$ cat src/hw/rtl/ssq_pkg.sv
// Shared types, constants and helpers of the sorted start-time queue.
`timescale 1ns / 1ps

package ssq_pkg;

  // Capacity of the queue, the widths that follow from it and the entry field widths.
  localparam int unsigned DEPTH   = 16;
  localparam int unsigned ADDR_W  = (DEPTH > 1) ? $clog2(DEPTH) : 1;
  localparam int unsigned CNT_W   = $clog2(DEPTH + 1);
  localparam int unsigned ID_W    = 16;
  localparam int unsigned KEY_W   = 16;
  localparam int unsigned ENTRY_W = ID_W + KEY_W;
  localparam int unsigned OCC_W   = 5;

  typedef enum logic {
    CMD_INSERT  = 1'b0,
    CMD_DEQUEUE = 1'b1
  } cmd_e;

  typedef enum logic [1:0] {
    ST_OK    = 2'd0,
    ST_EMPTY = 2'd1,
    ST_FULL  = 2'd2
  } status_e;

  typedef enum logic [2:0] {
    S_IDLE,
    S_INS_RD,
    S_INS_CMP,
    S_DEQ_CMP,
    S_RESP
  } ctrl_state_e;

  // One request to the entry memory.
  typedef struct packed {
    logic               we;
    logic [ADDR_W-1:0]  waddr;
    logic [ENTRY_W-1:0] wdata;
    logic               re;
    logic [ADDR_W-1:0]  raddr;
  } mem_req_t;

  // One finished result on its way to the output register.
  typedef struct packed {
    status_e          status;
    logic [ID_W-1:0]  proc_id;
    logic [KEY_W-1:0] start_at;
    logic [OCC_W-1:0] occupancy;
  } res_t;

  // Physical address of a queue position, counted from the head, with wrap.
  function automatic logic [ADDR_W-1:0] phys_addr(input logic [ADDR_W-1:0] head,
                                                   input logic [ADDR_W-1:0] lidx);
    logic [ADDR_W:0] sum;
    sum = {1'b0, head} + {1'b0, lidx};
    if (sum >= (ADDR_W + 1)'(DEPTH)) begin
      sum = sum - (ADDR_W + 1)'(DEPTH);
    end
    return sum[ADDR_W-1:0];
  endfunction

endpackage

$ cat src/hw/rtl/ssq_if.sv
// Valid/ready channel interfaces for the queue's command and result items.
`timescale 1ns / 1ps

interface ssq_in_if;
  logic                        valid;
  logic                        ready;
  logic                        command;
  logic [ssq_pkg::ID_W-1:0]    proc_id;
  logic [ssq_pkg::KEY_W-1:0]   start_at;

  modport source (output valid, command, proc_id, start_at, input ready);
  modport sink   (input valid, command, proc_id, start_at, output ready);
endinterface

interface ssq_out_if;
  logic                        valid;
  logic                        ready;
  logic [1:0]                  status;
  logic [ssq_pkg::ID_W-1:0]    out_proc_id;
  logic [ssq_pkg::KEY_W-1:0]   out_start_at;
  logic [ssq_pkg::OCC_W-1:0]   occupancy;

  modport source (output valid, status, out_proc_id, out_start_at, occupancy,
                  input ready);
  modport sink   (input valid, status, out_proc_id, out_start_at, occupancy,
                  output ready);
endinterface

$ cat src/hw/rtl/ssq_ram.sv
// Generic simple dual-port RAM with one write port and a registered read port.
`timescale 1ns / 1ps

module ssq_ram #(
  parameter int unsigned WIDTH = 32,
  parameter int unsigned DEPTH = 16
) (
  input  logic                                   clk_i,
  input  logic                                   we_i,
  input  logic [((DEPTH > 1) ? $clog2(DEPTH) : 1)-1:0] waddr_i,
  input  logic [WIDTH-1:0]                       wdata_i,
  input  logic                                   re_i,
  input  logic [((DEPTH > 1) ? $clog2(DEPTH) : 1)-1:0] raddr_i,
  output logic [WIDTH-1:0]                       rdata_o
);

  logic [WIDTH-1:0] mem_q [DEPTH];
  logic [WIDTH-1:0] rdata_q;

  // Write port.
  always_ff @(posedge clk_i) begin
    if (we_i) begin
      mem_q[waddr_i] <= wdata_i;
    end
  end

  // Read port, registered.
  always_ff @(posedge clk_i) begin
    if (re_i) begin
      rdata_q <= mem_q[raddr_i];
    end
  end

  assign rdata_o = rdata_q;

endmodule

$ cat src/hw/rtl/ssq_ctrl.sv
// Queue controller: head and count registers and the insert/dequeue sequencer.
`timescale 1ns / 1ps

module ssq_ctrl (
  input  logic                           clk_i,
  input  logic                           rst_ni,
  ssq_in_if.sink                         in_i,
  output ssq_pkg::mem_req_t              mem_req_o,
  input  logic [ssq_pkg::ENTRY_W-1:0]    mem_rdata_i,
  output logic                           res_valid_o,
  input  logic                           res_ready_i,
  output ssq_pkg::res_t                  res_o
);

  ssq_pkg::ctrl_state_e             state_q, state_d;
  logic [ssq_pkg::ADDR_W-1:0]       head_q, head_d;
  logic [ssq_pkg::CNT_W-1:0]        count_q, count_d;
  logic [ssq_pkg::ADDR_W-1:0]       pos_q, pos_d;
  logic [ssq_pkg::ENTRY_W-1:0]      new_q, new_d;
  ssq_pkg::status_e                 status_q, status_d;
  logic [ssq_pkg::ENTRY_W-1:0]      deq_q, deq_d;
  logic                             in_acc;
  logic                             is_full;
  logic                             is_empty;
  logic                             goes_before;

  assign in_acc      = in_i.valid && in_i.ready;
  assign is_full     = (count_q == ssq_pkg::CNT_W'(ssq_pkg::DEPTH));
  assign is_empty    = (count_q == '0);
  // The new entry moves ahead of a held one only on a strictly earlier start time.
  assign goes_before = new_q[ssq_pkg::KEY_W-1:0] < mem_rdata_i[ssq_pkg::KEY_W-1:0];

  // Control state and payload registers.
  always_ff @(posedge clk_i or negedge rst_ni) begin
    if (!rst_ni) begin
      state_q <= ssq_pkg::S_IDLE;
      head_q  <= '0;
      count_q <= '0;
      pos_q   <= '0;
    end else begin
      state_q <= state_d;
      head_q  <= head_d;
      count_q <= count_d;
      pos_q   <= pos_d;
    end
  end

  always_ff @(posedge clk_i) begin
    new_q    <= new_d;
    status_q <= status_d;
    deq_q    <= deq_d;
  end

  // Next state, memory requests and result bookkeeping.
  always_comb begin
    state_d   = state_q;
    head_d    = head_q;
    count_d   = count_q;
    pos_d     = pos_q;
    new_d     = new_q;
    status_d  = status_q;
    deq_d     = deq_q;
    mem_req_o = '0;
    in_i.ready  = 1'b0;
    res_valid_o = 1'b0;

    case (state_q)
      ssq_pkg::S_IDLE: begin
        in_i.ready = 1'b1;
        if (in_acc) begin
          status_d = ssq_pkg::ST_OK;
          deq_d    = '0;
          if (in_i.command == ssq_pkg::CMD_INSERT) begin
            new_d = {in_i.proc_id, in_i.start_at};
            pos_d = count_q[ssq_pkg::ADDR_W-1:0];
            if (is_full) begin
              status_d = ssq_pkg::ST_FULL;
              state_d  = ssq_pkg::S_RESP;
            end else begin
              state_d = ssq_pkg::S_INS_RD;
            end
          end else begin
            if (is_empty) begin
              status_d = ssq_pkg::ST_EMPTY;
              state_d  = ssq_pkg::S_RESP;
            end else begin
              mem_req_o.re    = 1'b1;
              mem_req_o.raddr = head_q;
              state_d         = ssq_pkg::S_DEQ_CMP;
            end
          end
        end
      end

      // Either place the new entry at the head or fetch its predecessor.
      ssq_pkg::S_INS_RD: begin
        if (pos_q == '0) begin
          mem_req_o.we    = 1'b1;
          mem_req_o.waddr = head_q;
          mem_req_o.wdata = new_q;
          count_d         = count_q + 1'b1;
          state_d         = ssq_pkg::S_RESP;
        end else begin
          mem_req_o.re    = 1'b1;
          mem_req_o.raddr = ssq_pkg::phys_addr(head_q, pos_q - 1'b1);
          state_d         = ssq_pkg::S_INS_CMP;
        end
      end

      // Shift the predecessor up one place, or settle the new entry here.
      ssq_pkg::S_INS_CMP: begin
        mem_req_o.we    = 1'b1;
        mem_req_o.waddr = ssq_pkg::phys_addr(head_q, pos_q);
        if (goes_before) begin
          mem_req_o.wdata = mem_rdata_i;
          pos_d           = pos_q - 1'b1;
          state_d         = ssq_pkg::S_INS_RD;
        end else begin
          mem_req_o.wdata = new_q;
          count_d         = count_q + 1'b1;
          state_d         = ssq_pkg::S_RESP;
        end
      end

      // The head entry is back from memory: pop it.
      ssq_pkg::S_DEQ_CMP: begin
        deq_d   = mem_rdata_i;
        head_d  = ssq_pkg::phys_addr(head_q, ssq_pkg::ADDR_W'(1));
        count_d = count_q - 1'b1;
        state_d = ssq_pkg::S_RESP;
      end

      ssq_pkg::S_RESP: begin
        res_valid_o = 1'b1;
        if (res_ready_i) begin
          state_d = ssq_pkg::S_IDLE;
        end
      end

      default: begin
        state_d = ssq_pkg::S_IDLE;
      end
    endcase
  end

  // The count is already updated when the result is offered.
  assign res_o.status    = status_q;
  assign res_o.proc_id   = deq_q[ssq_pkg::ENTRY_W-1:ssq_pkg::KEY_W];
  assign res_o.start_at  = deq_q[ssq_pkg::KEY_W-1:0];
  assign res_o.occupancy = ssq_pkg::OCC_W'(count_q);

endmodule

$ cat src/hw/rtl/sorted_start_time_queue.sv
// Sorted start-time queue: top level with entry memory, controller and output register.
//
// A bounded priority queue of (process id, start time) entries kept in ascending
// order of start time; ties leave in arrival order. Commands arrive on in_i
// (valid/ready): an insert places proc_id/start_at behind every held entry with
// an equal or earlier start time, a dequeue pops the head. Every command gives
// exactly one result item on out_o with a status (ok, dequeue while empty,
// insert while full), the popped id and start time (zero otherwise) and the
// occupancy after the command. Failed commands leave the queue unchanged.
// The entries live in one RAM used as a ring from a head pointer, so a dequeue
// only moves the head. An insert walks from the tail towards the head, one
// read and one write-back per displaced entry through the single read port.
// One command is in work at a time. The result sits in an output register, so
// the next command is taken while an earlier result still waits; a stalled
// receiver holds the controller only once a second result is ready.
// Reset empties the queue at once; no memory clearing pass is needed.

`timescale 1ns / 1ps

module sorted_start_time_queue (
  input  logic        clk_i,
  input  logic        rst_ni,
  ssq_in_if.sink      in_i,
  ssq_out_if.source   out_o
);

  ssq_pkg::mem_req_t               mem_req;
  logic [ssq_pkg::ENTRY_W-1:0]     mem_rdata;
  logic                            res_valid;
  logic                            res_ready;
  ssq_pkg::res_t                   res;
  logic                            out_valid_q, out_valid_d;
  ssq_pkg::res_t                   out_q, out_d;

  // Entry store.
  ssq_ram #(
    .WIDTH (ssq_pkg::ENTRY_W),
    .DEPTH (ssq_pkg::DEPTH)
  ) u_ram (
    .clk_i   (clk_i),
    .we_i    (mem_req.we),
    .waddr_i (mem_req.waddr),
    .wdata_i (mem_req.wdata),
    .re_i    (mem_req.re),
    .raddr_i (mem_req.raddr),
    .rdata_o (mem_rdata)
  );

  // Sequencer.
  ssq_ctrl u_ctrl (
    .clk_i       (clk_i),
    .rst_ni      (rst_ni),
    .in_i        (in_i),
    .mem_req_o   (mem_req),
    .mem_rdata_i (mem_rdata),
    .res_valid_o (res_valid),
    .res_ready_i (res_ready),
    .res_o       (res)
  );

  // Output register: loads when empty or being drained.
  assign res_ready = !out_valid_q || out_o.ready;

  always_comb begin
    out_valid_d = out_valid_q;
    out_d       = out_q;
    if (out_valid_q && out_o.ready) begin
      out_valid_d = 1'b0;
    end
    if (res_valid && res_ready) begin
      out_valid_d = 1'b1;
      out_d       = res;
    end
  end

  always_ff @(posedge clk_i or negedge rst_ni) begin
    if (!rst_ni) begin
      out_valid_q <= 1'b0;
    end else begin
      out_valid_q <= out_valid_d;
    end
  end

  always_ff @(posedge clk_i) begin
    out_q <= out_d;
  end

  assign out_o.valid        = out_valid_q;
  assign out_o.status       = out_q.status;
  assign out_o.out_proc_id  = out_q.proc_id;
  assign out_o.out_start_at = out_q.start_at;
  assign out_o.occupancy    = out_q.occupancy;

  // A rejected insert can only come from a full queue.
  assert property (@(posedge clk_i) disable iff (!rst_ni)
    out_o.valid && (out_o.status == ssq_pkg::ST_FULL)
    |-> out_o.occupancy == ssq_pkg::OCC_W'(ssq_pkg::DEPTH))
    else $error("full status with occupancy below capacity");

  // A rejected dequeue comes from an empty queue and carries no entry.
  assert property (@(posedge clk_i) disable iff (!rst_ni)
    out_o.valid && (out_o.status == ssq_pkg::ST_EMPTY)
    |-> (out_o.occupancy == '0) && (out_o.out_proc_id == '0)
        && (out_o.out_start_at == '0))
    else $error("empty status with entries held or data returned");

  // One command at a time: after an accepted item the controller is busy.
  assert property (@(posedge clk_i) disable iff (!rst_ni)
    in_i.valid && in_i.ready |=> !in_i.ready)
    else $error("second item accepted while the first is in work");

  // A result that cannot be handed over is held and not dropped.
  assert property (@(posedge clk_i) disable iff (!rst_ni)
    res_valid && !res_ready |=> res_valid && $stable(res))
    else $error("pending result lost or changed");

endmodule

$ cat src/flat_wrapper.sv
// flat-port wrapper written by rule: the top's interface ports become plain ports
module sorted_start_time_queue_flat 
  (clk_i, rst_ni, in_i_valid, in_i_command, in_i_proc_id, in_i_start_at, in_i_ready, out_o_valid, out_o_status, out_o_out_proc_id, out_o_out_start_at, out_o_occupancy, out_o_ready);
  ssq_in_if in_i_i ();
  ssq_out_if out_o_i ();
  input  logic clk_i;
  input  logic rst_ni;
  input wire logic [$bits(in_i_i.valid)-1:0] in_i_valid;
  input wire logic [$bits(in_i_i.command)-1:0] in_i_command;
  input wire logic [$bits(in_i_i.proc_id)-1:0] in_i_proc_id;
  input wire logic [$bits(in_i_i.start_at)-1:0] in_i_start_at;
  output wire logic [$bits(in_i_i.ready)-1:0] in_i_ready;
  output wire logic [$bits(out_o_i.valid)-1:0] out_o_valid;
  output wire logic [$bits(out_o_i.status)-1:0] out_o_status;
  output wire logic [$bits(out_o_i.out_proc_id)-1:0] out_o_out_proc_id;
  output wire logic [$bits(out_o_i.out_start_at)-1:0] out_o_out_start_at;
  output wire logic [$bits(out_o_i.occupancy)-1:0] out_o_occupancy;
  input wire logic [$bits(out_o_i.ready)-1:0] out_o_ready;
  assign in_i_i.valid = in_i_valid;
  assign in_i_i.command = in_i_command;
  assign in_i_i.proc_id = in_i_proc_id;
  assign in_i_i.start_at = in_i_start_at;
  assign in_i_ready = in_i_i.ready;
  assign out_o_valid = out_o_i.valid;
  assign out_o_status = out_o_i.status;
  assign out_o_out_proc_id = out_o_i.out_proc_id;
  assign out_o_out_start_at = out_o_i.out_start_at;
  assign out_o_occupancy = out_o_i.occupancy;
  assign out_o_i.ready = out_o_ready;
  sorted_start_time_queue u_core (.clk_i(clk_i), .rst_ni(rst_ni), .in_i(in_i_i), .out_o(out_o_i));
endmodule
$ cat config.mk
export PLATFORM = sky130hd
export DESIGN_NAME = sorted_start_time_queue_flat
export DESIGN_NICKNAME = d
export VERILOG_FILES = /design/src/hw/rtl/ssq_pkg.sv /design/src/hw/rtl/ssq_if.sv /design/src/hw/rtl/ssq_ram.sv /design/src/hw/rtl/ssq_ctrl.sv /design/src/hw/rtl/sorted_start_time_queue.sv /design/src/flat_wrapper.sv
export SDC_FILE = /design/constraint.sdc
export NUM_CORES = 1
export LEC_CHECK = 0
export BUFFER_PORTS_ARGS = -buffer_cell sky130_fd_sc_hd__buf_2
export CAP_MARGIN = 20
export CORE_MARGIN = 3
export CORE_UTILIZATION = 60
export CTS_BUF_LIST = sky130_fd_sc_hd__clkbuf_16
export CTS_CLUSTER_DIAMETER = 40
export DETAILED_ROUTE_END_ITERATION = 8
export PLACE_DENSITY = 0.88
export SLEW_MARGIN = 0
export SYNTH_ARGS = -nofsm -noshare
export SYNTH_HDL_FRONTEND = slang
export SYNTH_SLANG_ARGS = --single-unit
$ cat constraint.sdc
create_clock -name clk_i -period 5.9 [get_ports clk_i]
set_clock_uncertainty 0.05 [all_clocks]
set_input_delay 0.295 -clock clk_i [delete_from_list [all_inputs] [get_ports clk_i]]
set_output_delay 0.295 -clock clk_i [all_outputs]
set_load 0.005 [all_outputs]
==> results.yml <==
drt:
  wl_per_cell_um: 27.6
  drc: 0
  first_pass_iters: 8
  ant_nets: 0
  vias: 15200
  drt_iter0_markers: 2212
  vias_per_cell: 6.67
  finalWirelength_mm: 62.9
worst_setup_path:
  critPathBufInv: 3
  arrival_ns: 4.37
  end_kind: "flop"
  slowest_stage: "nor2_4"
  worst_ep_required_time_ns: 6.14
  startpoint_type: "flop"
  critPathKind: "flop to flop"
  worstSetupStartpoint: "u_core.u_ctrl.pos_q[0]"
  worstReg2RegStart: "u_core.u_ctrl.pos_q[0]"
  cp_slowest_stage_delay_ns: 0.75
  crit_fanout: 23
  critPathTopFamily: "simple AND/OR/NAND/NOR gates"
  crit_chain: "inv_1, ha_1, or3b_2, nor3_2, nand2_1, o22ai_1, o21ai_0, clkbuf_2, nor2_4, buf_4"
clocking:
  postCtsSetupBuffers: 0
  cts-root-buf: "clkbuf_16"
  cts_tree: "done"
  path_clk_slew_ns: 0.06
  clkLatencyLatePin_ns: 0.61
  cts_resized: 0
  htreeDepth: 3
  clkSinkCount: 666
  cts_made_buffers: 70
  hold_buffers: 33
  clk_path_buf_depth: 3
grt:
  grt_max_degree: 91
  track_usage_pct: 27.2
  grt_pass1_vias: 15200
  grt_pass1_wl_mm: 94.2
  grt.overflow.total: 0
  antenna_found_initial: 1
finish:
  nets: 1714
  multi_input_area_um2: 5790
  seq_area_um2: 19900
  drive_gt1_share_pct: 14.6
  syn2layout_area_growth_pct: 14.2
  nFillCells: 2422
timing:
  rsz0062_at_grt: "false"
  holdWs_ns: 0.0326
  slew_headroom_pct: 25.5
  tightest_slew_ns: 1.12
  final.min_clock_period_ns: 4.14
  setup_ws_ns: 1.76
  hold_viol: 0
  fin_tns_setup_ns: 0
  slew_violations: 0
  finalCritPeriodShare_pct: 70.1
  clock.fmax_mhz: 242
  setup_violations: 0
yosys:
  synth-edff-count: 649
  synth_cells: 1511
  synthFlopType: "edfxtp_1"
  synth_area_leader_cell: "edfxtp_1"
  yosysWarnings: 0
  seq_area_frac_synth_pct: 76.4
  synth_top_cell_area_share_pct: 74.7
  syn_avg_cell_area_um2: 17.3
  ys_async_sr_fraction_pct: 2.55
  ys_ff_latch: 666
  synth_area_leaders: "edfxtp_1 (75%), mux2i_1 (9.9%), o22ai_1 (3.1%), dfrtp_1 (1.6%), ha_1 (1.3%)"
  syn-cell-area_um2: 26100
  syn_nets: 1578
  yosysUniqueCellTypes: 54
worst_hold_path:
  hp-class: "input pin to flop"
  holdCritStartpoint: "in_i_valid"
die:
  dieArea_um2: 46000
  io_pins: 78
  die_w_um: 214
  dieHeight_um: 214
  core.rowCount: 75
  start_util_pct: 61.5
  coreArea_um2: 42400
place:
  gp_congestion: 0.828
  pre_cts_ws_ns: 1.87
  numPortBuffers: 77
  hpwl_mm: 31.9
pwr:
  leakage_uw: 0.0117
  vdd_drop_max_mv: 0.560
  design_power_total_uw: 15800
  power.density_nw_per_um2: 529
flow_run:
  drv_cap: 0
outcome:
  status: "finished clean"
==> cells by family after synthesis <==
kind of cell,after synthesis,synth area share (%)
compound gates,247,6.24
simple gates,185,3.38
buf+inv,110,2.09
xor+xnor,14,0.470
flops,666,76.4
mux,259,9.94
fa+ha+maj,30,1.53
==> power breakdown <==
part           leakage [uW]  switching [uW]  internal [uW]
combinational       0.00426            3150           1600
sequential          0.00623             408           6370
clock               0.00116            1830           2390
total                0.0117            5390          10400
==> worst register-to-register path: stages, from the launching register on <==
cell,delay [ns]
dfrtp_1,0.44
inv_1,0.16
ha_1,0.18
or3b_2,0.48
nor3_2,0.51
nand2_1,0.16
o22ai_1,0.16
o21ai_0,0.33
clkbuf_2,0.27
nor2_4,0.75
buf_4,0.36
==> cells in the final DEF, fill, tap and decap left out, types with 19 or more instances in the layout <==
cell type,Yosys,layout
edfxtp_1,649,649
mux2i_1,258,258
and3_1,20,20
inv_1,31,49
buf_4,14,28
clkbuf_16,0,74
dlygate4sd3_1,0,33
a21oi_1,40,40
buf_2,15,77
nor2_1,73,55
nand2_1,21,19
ha_1,27,27
nor3_1,44,44
a22o_1,34,34
o22ai_1,131,131
==> state kept, by name (all words and copies together) (netlist names) <==
| signal | flops |
|---|---|
| u_core.u_ram.mem_q | 512 |
| u_core.u_ctrl.deq_q | 32 |
| u_core.u_ctrl.new_q | 32 |
| u_core.u_ram.rdata_o | 32 |
| u_core.out_o.out_proc_id | 16 |
| u_core.out_o.out_start_at | 16 |
| u_core.out_o.occupancy | 5 |
| u_core.u_ctrl.count_q | 5 |
| u_core.u_ctrl.head_q | 4 |
| u_core.u_ctrl.pos_q | 4 |
| u_core.u_ctrl.state_q | 3 |
| u_core.out_o.status | 2 |
| u_core.u_ctrl.status_q | 2 |
| u_core.out_o.valid | 1 |
==> metrics by stage <==
stage | instance area (um^2) | instances | util, %
detailed placement | 27200 | 2117 | 64.1
global placement | 27200 | 2117 | 64.1
finish | 29800 | 2280 | 70.2
floorplan | 26100 | 1511 | -
global route | 29800 | 2278 | 70.2
CTS | 29700 | 2276 | 70.1
==> synth_stat cells (4+ instances only) <==
cell / n
a21oi_1: 40
a211oi_1: 4
buf_4: 14
a22o_1: 34
dfrtp_1: 17
mux2i_1: 258
inv_1: 31
o22ai_1: 131
clkbuf_1: 40
o21ai_0: 12
nor3_1: 44
buf_6: 8
edfxtp_1: 649
a21o_1: 5
ha_1: 27
nand3_1: 4
nor2_1: 73
buf_2: 15
and3_1: 20
xnor2_1: 11
nand2_1: 21
==> final cells by class <==
type / count / area share, %
tap: 577 / 2.42
timing repair buffer: 143 / 3.39
inverter: 31 / 0.391
multi-input combinational: 735 / 19.4
clock buffer: 74 / 6.22
antenna: 2 / 0.0168
clock inverter: 52 / 1.25
sequential: 666 / 66.9
==> metal layers <==
layer  track usage (%)  part of all wire [%]
met4              12.9                   4.3
met1              36.4                    35
met2              42.6                    47
met3              6.55                    13
met5                 0                     0
==> path summary, 6_finish.rpt <==
| kind | endpoint | slack [ns] | depth (start not counted) |
|---|---|---|---|
| min in group asynchronous | u_core.u_ctrl.count_q[0] | 0.15 | 2 |
| worst max register to register | u_core.u_ram.mem_q[10][22] | 1.76 | 10 |
| worst min-delay path | u_core.u_ctrl.state_q[0] | 0.03 | 3 |
| worst max-delay path | u_core.u_ram.mem_q[10][22] | 1.76 | 10 |
| max in group asynchronous | u_core.u_ctrl.count_q[4] | 5.34 | 2 |
| worst min register to register | u_core.out_o.out_start_at[3] | 0.36 | 0 |
Power figures use the tool's default switching activity.
